$ cat src/design/macc_pkg.sv
`timescale 1ns / 1ps
`default_nettype none
// ----------------------------------------------------------------------------
// Moving average crossover counter package
// Shared sizes, codes, types and the window clamp used by the counter unit.
// ----------------------------------------------------------------------------
package macc_pkg;

   localparam int MAX_WINDOW  = 64;
   localparam int SAMPLE_BITS = 16;

   localparam int PTR_BITS   = $clog2(MAX_WINDOW);
   localparam int FILL_BITS  = $clog2(MAX_WINDOW + 1);
   localparam int SUM_BITS   = SAMPLE_BITS + PTR_BITS;
   localparam int PROD_BITS  = SUM_BITS + FILL_BITS + 1;
   localparam int WIN_BITS   = 7;
   localparam int COUNT_BITS = 16;
   localparam int DIR_BITS   = 2;
   localparam int ADDR_BITS  = 3;
   localparam int DATA_BITS  = 32;

   localparam logic [DIR_BITS-1:0] DIR_UNKNOWN = 2'd0;
   localparam logic [DIR_BITS-1:0] DIR_ABOVE   = 2'd1;
   localparam logic [DIR_BITS-1:0] DIR_BELOW   = 2'd2;

   localparam logic [ADDR_BITS-1:0] ADDR_SHORT = 3'd0;
   localparam logic [ADDR_BITS-1:0] ADDR_LONG  = 3'd4;

   localparam logic [WIN_BITS-1:0]   SHORT_RESET = 7'd4;
   localparam logic [WIN_BITS-1:0]   LONG_RESET  = 7'd16;
   localparam logic [COUNT_BITS-1:0] COUNT_MAX   = '1;

   typedef logic signed [SAMPLE_BITS-1:0] sample_type;
   typedef logic signed [SUM_BITS-1:0]    sum_type;
   typedef logic [FILL_BITS-1:0]          win_type;

   typedef struct packed {
      logic    enough;
      sum_type short_sum;
      sum_type long_sum;
   } win_sums_type;

   function automatic win_type clamp_window(input logic [WIN_BITS-1:0] raw);
      win_type result;
      if (raw == '0) begin
         result = win_type'(1);
      end else if (int'(raw) > MAX_WINDOW) begin
         result = win_type'(MAX_WINDOW);
      end else begin
         result = win_type'(raw);
      end
      return result;
   endfunction

endpackage
`default_nettype wire

$ cat src/design/macc_window.sv
`timescale 1ns / 1ps
`default_nettype none
// ----------------------------------------------------------------------------
// Moving average window stage
// Holds the sample history and updates the short and long running sums.
// ----------------------------------------------------------------------------
module macc_window (
   input  wire logic                  clock,
   input  wire logic                  reset,
   input  wire logic                  restart,
   input  wire logic                  accept,
   input  wire logic                  advance,
   input  wire macc_pkg::sample_type  sample,
   input  wire macc_pkg::win_type     short_win,
   input  wire macc_pkg::win_type     long_win,
   output macc_pkg::win_sums_type     sums
);
   import macc_pkg::*;

   sample_type                hist [MAX_WINDOW];
   logic [PTR_BITS-1:0]       wp_ff, wp_in;
   win_type                   fill_ff, fill_in;
   win_type                   need;
   logic [PTR_BITS-1:0]       addr_s, addr_l;
   sample_type                x_ff, rd_s_ff, rd_l_ff;
   logic                      sub_s_ff, sub_l_ff, ok_a_ff;
   sum_type                   short_ff, short_in, long_ff, long_in;
   logic                      ok_b_ff;

   function automatic logic [PTR_BITS-1:0] ring_back(input logic [PTR_BITS-1:0] ptr,
                                                     input win_type win);
      logic [FILL_BITS:0] pos;
      pos = (FILL_BITS + 1)'(ptr);
      if (pos < (FILL_BITS + 1)'(win)) begin
         pos = pos + (FILL_BITS + 1)'(MAX_WINDOW);
      end
      pos = pos - (FILL_BITS + 1)'(win);
      return pos[PTR_BITS-1:0];
   endfunction

   assign need    = (short_win > long_win) ? short_win : long_win;
   assign addr_s  = ring_back(wp_ff, short_win);
   assign addr_l  = ring_back(wp_ff, long_win);
   assign wp_in   = (int'(wp_ff) == MAX_WINDOW - 1) ? '0 : wp_ff + 1'b1;
   assign fill_in = (int'(fill_ff) < MAX_WINDOW) ? fill_ff + 1'b1 : fill_ff;

   assign short_in = short_ff - (sub_s_ff ? SUM_BITS'(rd_s_ff) : '0) + SUM_BITS'(x_ff);
   assign long_in  = long_ff - (sub_l_ff ? SUM_BITS'(rd_l_ff) : '0) + SUM_BITS'(x_ff);

   // The history read returns the old entry when its address is also written.
   always_ff @(posedge clock) begin
      if (accept) begin
         hist[wp_ff] <= sample;
         rd_s_ff     <= hist[addr_s];
         rd_l_ff     <= hist[addr_l];
         x_ff        <= sample;
         sub_s_ff    <= fill_ff >= short_win;
         sub_l_ff    <= fill_ff >= long_win;
         ok_a_ff     <= fill_in >= need;
      end
      if (advance) begin
         ok_b_ff <= ok_a_ff;
      end
   end

   always_ff @(posedge clock) begin
      if (reset || restart) begin
         wp_ff    <= '0;
         fill_ff  <= '0;
         short_ff <= '0;
         long_ff  <= '0;
      end else begin
         if (accept) begin
            wp_ff   <= wp_in;
            fill_ff <= fill_in;
         end
         if (advance) begin
            short_ff <= short_in;
            long_ff  <= long_in;
         end
      end
   end

   assign sums.enough    = ok_b_ff;
   assign sums.short_sum = short_ff;
   assign sums.long_sum  = long_ff;

endmodule
`default_nettype wire

$ cat src/design/moving_average_crossover_counter_unit.sv
`timescale 1ns / 1ps
`default_nettype none
// ----------------------------------------------------------------------------
// Moving average crossover counter unit
// Tracks a short and a long moving average of a sample stream and counts
// the times the short average crosses the long one.
// ----------------------------------------------------------------------------
// The unit takes one sample request per clock while the result side does
// not stall, and returns one result per request, in order. The four stages
// are the history read, the running sum update, the two cross products,
// and the compare with the crossing counter; a stall on the result side
// fills the empty stages before it reaches the request side. Writing either
// window register restarts the averaging and keeps the crossing count;
// write it only while no request is in flight.
module moving_average_crossover_counter_unit (
   input  wire logic                                 clock,
   input  wire logic                                 reset,
   input  wire logic                                 req_valid,
   output logic                                      req_stall,
   input  wire macc_pkg::sample_type                 req_sample,
   output logic                                      rsp_valid,
   input  wire logic                                 rsp_stall,
   output logic                                      rsp_averages_valid,
   output logic                                      rsp_crossed,
   output logic [macc_pkg::DIR_BITS-1:0]             rsp_direction,
   output logic [macc_pkg::COUNT_BITS-1:0]           rsp_cross_count,
   input  wire logic                                 psel,
   input  wire logic                                 penable,
   input  wire logic                                 pwrite,
   input  wire logic [macc_pkg::ADDR_BITS-1:0]       paddr,
   input  wire logic [macc_pkg::DATA_BITS-1:0]       pwdata,
   output logic [macc_pkg::DATA_BITS-1:0]            prdata,
   output logic                                      pready
);
   import macc_pkg::*;

   logic [WIN_BITS-1:0]   short_cfg_ff, long_cfg_ff;
   win_type               short_win, long_win;
   logic                  cfg_write, restart;

   logic                  va_ff, vb_ff, vc_ff;
   logic                  load_a, load_b, load_c, load_d;
   logic                  accept, move_ab, move_bc, move_cd;

   win_sums_type          sums;
   logic signed [FILL_BITS:0]    short_s, long_s;
   logic signed [PROD_BITS-1:0]  lhs_ff, rhs_ff;
   logic                  ok_c_ff;

   logic                  crossed_in;
   logic [DIR_BITS-1:0]   trend_ff, trend_in;
   logic [COUNT_BITS-1:0] count_ff, count_in;

   assign pready    = 1'b1;
   assign cfg_write = psel && penable && pwrite && pready;
   assign restart   = cfg_write && (paddr == ADDR_SHORT || paddr == ADDR_LONG);

   always_ff @(posedge clock) begin
      if (reset) begin
         short_cfg_ff <= SHORT_RESET;
         long_cfg_ff  <= LONG_RESET;
      end else if (cfg_write) begin
         case (paddr)
            ADDR_SHORT: short_cfg_ff <= pwdata[WIN_BITS-1:0];
            ADDR_LONG:  long_cfg_ff  <= pwdata[WIN_BITS-1:0];
            default: begin
            end
         endcase
      end
   end

   always_comb begin
      case (paddr)
         ADDR_SHORT: prdata = DATA_BITS'(short_cfg_ff);
         ADDR_LONG:  prdata = DATA_BITS'(long_cfg_ff);
         default:    prdata = '0;
      endcase
   end

   assign short_win = clamp_window(short_cfg_ff);
   assign long_win  = clamp_window(long_cfg_ff);

   assign load_d    = !rsp_valid || !rsp_stall;
   assign load_c    = !vc_ff || load_d;
   assign load_b    = !vb_ff || load_c;
   assign load_a    = !va_ff || load_b;
   assign req_stall = !load_a;
   assign accept    = req_valid && load_a;
   assign move_ab   = va_ff && load_b;
   assign move_bc   = vb_ff && load_c;
   assign move_cd   = vc_ff && load_d;

   always_ff @(posedge clock) begin
      if (reset) begin
         va_ff     <= 1'b0;
         vb_ff     <= 1'b0;
         vc_ff     <= 1'b0;
         rsp_valid <= 1'b0;
      end else begin
         if (load_a) begin
            va_ff <= req_valid;
         end
         if (load_b) begin
            vb_ff <= va_ff;
         end
         if (load_c) begin
            vc_ff <= vb_ff;
         end
         if (load_d) begin
            rsp_valid <= vc_ff;
         end
      end
   end

   macc_window u_window (
      .clock     (clock),
      .reset     (reset),
      .restart   (restart),
      .accept    (accept),
      .advance   (move_ab),
      .sample    (req_sample),
      .short_win (short_win),
      .long_win  (long_win),
      .sums      (sums)
   );

   assign short_s = $signed({1'b0, short_win});
   assign long_s  = $signed({1'b0, long_win});

   always_ff @(posedge clock) begin
      if (move_bc) begin
         lhs_ff  <= PROD_BITS'(sums.short_sum) * PROD_BITS'(long_s);
         rhs_ff  <= PROD_BITS'(sums.long_sum) * PROD_BITS'(short_s);
         ok_c_ff <= sums.enough;
      end
   end

   always_comb begin
      crossed_in = 1'b0;
      trend_in   = trend_ff;
      if (ok_c_ff) begin
         if (lhs_ff > rhs_ff) begin
            crossed_in = (trend_ff == DIR_BELOW);
            trend_in   = DIR_ABOVE;
         end else if (lhs_ff < rhs_ff) begin
            crossed_in = (trend_ff == DIR_ABOVE);
            trend_in   = DIR_BELOW;
         end
      end
      count_in = (crossed_in && count_ff != COUNT_MAX) ? count_ff + 1'b1 : count_ff;
   end

   always_ff @(posedge clock) begin
      if (reset) begin
         trend_ff <= DIR_UNKNOWN;
         count_ff <= '0;
      end else if (restart) begin
         trend_ff <= DIR_UNKNOWN;
      end else if (move_cd) begin
         trend_ff <= trend_in;
         count_ff <= count_in;
      end
   end

   always_ff @(posedge clock) begin
      if (move_cd) begin
         rsp_averages_valid <= ok_c_ff;
         rsp_crossed        <= crossed_in;
         rsp_direction      <= ok_c_ff ? trend_in : DIR_UNKNOWN;
      end
   end

   assign rsp_cross_count = count_ff;

   a_cross_needs_valid: assert property (@(posedge clock) disable iff (reset)
      rsp_valid && rsp_crossed |-> rsp_averages_valid && rsp_direction != DIR_UNKNOWN)
      else $error("crossing reported without a known direction");

   a_count_monotonic: assert property (@(posedge clock) disable iff (reset)
      !$past(reset) |-> count_ff >= $past(count_ff))
      else $error("crossing count decreased");

   a_count_step: assert property (@(posedge clock) disable iff (reset)
      !$past(reset) && count_ff != $past(count_ff) |-> $past(move_cd) && $past(crossed_in))
      else $error("crossing count changed without a crossing");

endmodule
`default_nettype wire
$ cat config.mk
export PLATFORM = sky130hd
export DESIGN_NAME = moving_average_crossover_counter_unit
export DESIGN_NICKNAME = d
export VERILOG_FILES = /design/src/design/macc_pkg.sv /design/src/design/macc_window.sv /design/src/design/moving_average_crossover_counter_unit.sv
export SDC_FILE = /design/constraint.sdc
export NUM_CORES = 2
export LEC_CHECK = 0
export BUFFER_PORTS_ARGS = -buffer_cell sky130_fd_sc_hd__buf_2
export CORE_MARGIN = 4
export CORE_UTILIZATION = 40
export CTS_CLUSTER_DIAMETER = 50
export DETAILED_ROUTE_END_ITERATION = 10
export PLACE_DENSITY = 0.54
export REMOVE_ABC_BUFFERS = 1
export SYNTH_ARGS = -nofsm -noshare
export SYNTH_HDL_FRONTEND = slang
export SYNTH_SLANG_ARGS = --single-unit
$ cat constraint.sdc
create_clock -name clock -period 5.8 [get_ports clock]
set_input_delay 0.58 -clock clock [delete_from_list [all_inputs] [get_ports clock]]
set_output_delay 0.58 -clock clock [all_outputs]
set_load 0.05 [all_outputs]
==> results.json <==
{
  "setup_violations": 0,
  "internal-power_mw": 17.8,
  "maxCapViolations": 0,
  "clk_pin_slew_ns": 0.05,
  "drtAntennaViolNets": 0,
  "clkLatencyLatePin_ns": 0.81,
  "ir_drop_v": 0.000278,
  "drtIter0Drc": 4154,
  "maxSlewHeadroom_pct": 14.3,
  "core_um2": 176000,
  "area_delta_synth_final_pct": 14.2,
  "p_leak_nw": 30.3,
  "hold_viol": 0,
  "gr-usage-all-layers_pct": 21.8,
  "status": "finished clean",
  "p_sw_share_pct": 27.6,
  "wl_per_cell_um": 27.0,
  "layout.nets": 5553,
  "final_common_cell": "edfxtp_1",
  "netlist-cell-type-count": 81,
  "power_density_nw_per_um2": 303,
  "crit_type": "reg2reg",
  "final.setup.tns_ns": 0,
  "whs_path_depth": 3,
  "period_share_pct": 95.3,
  "io_pins": 113,
  "min_path_type": "in2reg",
  "hpwl_um": 132000,
  "htree_levels": 4,
  "period_needed_ns": 5.53,
  "r2r_cells": 19,
  "num_vias": 41800,
  "fin_skew_ns": 0.0332,
  "clockBufferDepth": 3,
  "ys_seq_elements": 1234,
  "synth_ff_type": "edfxtp_1",
  "synth_seq_area_share_pct": 50.7,
  "share_seq_of_total_power_pct": 40.7,
  "io_buffers": 61,
  "grt_first_pass_wirelength_um": 296000,
  "clk_root_buffer_cell": "clkbuf_16",
  "required_ns": 6.34,
  "arrival_ns": 6.07,
  "final_util_pct": 46.1,
  "die_x_um": 430,
  "cts_made_buffers": 159,
  "antenna_found_initial": 7,
  "synth_warnings": 0,
  "slew_violations": 0,
  "start_kind": "flip-flop",
  "routed_wirelength_um": 202000,
  "tightest_slew_ns": 1.28,
  "fmax_mhz": 181,
  "dieHeight_um": 430,
  "synth_edf_count": 1141,
  "endpoint_kind": "flip-flop",
  "syn_avg_cell_area_um2": 15.0,
  "dr.pass1.iters": 5,
  "syn-cell-area_um2": 71200,
  "die-area_um2": 185000,
  "drc": 0,
  "syn_inst": 4756,
  "grt-ovfl-total": 0,
  "fillers": 15600,
  "cts_tree": "yes",
  "pwr-share-clk_pct": 40.3,
  "numClockSinks": 1234,
  "initial_core_util_pct": 40.3,
  "grt_max_degree": 66,
  "mostFrequentLayoutCells": "edfxtp_1 (1141), mux4_2 (640), inv_1 (528), nor2_1 (335), fa_1 (274)",
  "drive_above_1_share_pct": 25.2,
  "pwr-share-comb_pct": 19.0,
  "placementRows": 154,
  "gp_congestion": 0.820,
  "cp_max_fo": 14,
  "synthArstFlopShare_pct": 0,
  "p_switching_mw": 6.79,
  "viasPerCell": 5.61,
  "first_global_vias": 42800
}
## layout make-up
class	instances	area (µm²)	area share (%)
Inverter	542	2040	2.51
Timing Repair Buffer	304	2530	3.11
Sequential cell	1234	36100	44.4
Multi-Input combinational cell	2741	32400	39.8
Antenna cell	3	7.51	0.00923
Tap cell	2340	2930	3.60
Clock buffer	196	4130	5.08
Clock inverter	99	1180	1.45
## synthesized netlist by cell type (10+ instances only)
cell / instances / area (µm²)
and3_1: 11 / 68.8
nor2b_1: 72 / 450
edfxtp_1: 1141 / 34300
clkinv_1: 11 / 41.3
or3_1: 12 / 75.1
inv_1: 531 / 1990
o21a_1: 21 / 158
o21bai_1: 10 / 75.1
o21ai_0: 64 / 320
a21o_1: 49 / 368
xor2_1: 32 / 280
nand3_1: 50 / 250
nor3_1: 64 / 320
xnor2_1: 62 / 543
nor4_1: 13 / 81.3
nand4_1: 15 / 93.8
ha_1: 237 / 2970
buf_2: 64 / 320
a21oi_1: 150 / 751
mux2_1: 14 / 158
clkbuf_1: 140 / 526
a211oi_1: 48 / 360
nand2b_1: 21 / 131
buf_1: 24 / 90.1
dfxtp_1: 93 / 1860
mux2i_1: 70 / 701
fa_1: 276 / 5530
and2_1: 51 / 319
nand2_1: 199 / 747
buf_4: 32 / 240
mux4_2: 640 / 14400
nor2_1: 399 / 1500
## worst max-delay path, stage by stage, from the launching register on
cell and delay (ns):
dfxtp_1 0.40, nor2b_1 0.15, buf_4 0.16, buf_4 0.23
nand2_1 0.10, fa_1 0.50, inv_1 0.06, fa_1 0.49
fa_1 0.50, inv_1 0.05, fa_1 0.51, inv_1 0.05
ha_1 0.36, a2111oi_0 0.12, buf_4 0.15, a211o_1 0.34
a211oi_2 0.44, a31oi_2 0.18, o21a_1 0.19, a211o_1 0.26
## final timing paths
path	start	to	slack, ns
max reg2reg	short_cfg_ff[3]	rhs_ff[29]	0.27
min reg2reg	u_window.short_ff[14]	u_window.short_ff[14]	0.45
max	short_cfg_ff[3]	rhs_ff[29]	0.27
min	paddr[2]	long_cfg_ff[3]	0.23
## metal layers
| metal | GRT usage [%] | part of all wire (%) |
|---|---|---|
| met4 | 7.20 | 3.3 |
| met1 | 30.1 | 43 |
| met5 | 0 | 0.011 |
| met3 | 3.25 | 5.8 |
| met2 | 35.7 | 48 |
## logic make-up after synthesis
| logic type | after synthesis | share of synthesized area [%] |
|---|---|---|
| AO/OA/AOI/OAI | 426 | 3.85 |
| XOR/XNOR | 98 | 1.25 |
| adder cells (fa/ha/maj) | 513 | 11.9 |
| buffers and inverters | 805 | 4.56 |
| flip-flops | 1234 | 50.7 |
| multiplexers | 729 | 21.5 |
| other | 2 | 0.0105 |
| AND/OR/NAND/NOR | 949 | 6.13 |
## power groups by stage
stage	Combinational, mW	Sequential (mW)	Clock [mW]
2_1_floorplan	3.71	10.2	0
3_3_place_gp	4.67	10.2	0
3_5_place_dp	4.69	10.2	0
4_1_cts	4.71	10.0	10.1
5_1_grt	5.14	10.0	10.5
6_report	4.68	10.0	9.92
## flip-flops by register name, indices dropped and copies added, names as in the netlist, 16 cells and up
name,flops
u_window.x_ff,16
rsp_cross_count,16
rhs_ff,30
u_window.rd_l_ff,16
u_window.short_ff,22
u_window.hist,1024
lhs_ff,30
u_window.rd_s_ff,16
u_window.long_ff,22
## per-stage QoR
stage / hold slack, ns / area, µm² / worst slack, ns / total power [mW] / cells
2_1_floorplan: 0.400 / 70100 / -7.21 / 13.9 / 4517
3_3_place_gp: 0.436 / 75800 / 0.184 / 14.9 / 7151
3_5_place_dp: 0.438 / 75800 / 0.150 / 14.9 / 7151
4_1_cts: 0.154 / 81200 / 0.103 / 24.8 / 7455
5_1_grt: 0.209 / 81300 / -0.0159 / 25.7 / 7456
6_report: 0.228 / 81300 / 0.270 / 24.6 / 7459
## what timing repair did
action,4_1_cts,5_1_grt
setup endpoints to repair,0,12
endpoints found under the hold margin,14,0
gates resized for setup,0,14
setup buffers,0,1
hold buffers,9,0
Note: power is estimated with default switching activity, not from simulation.
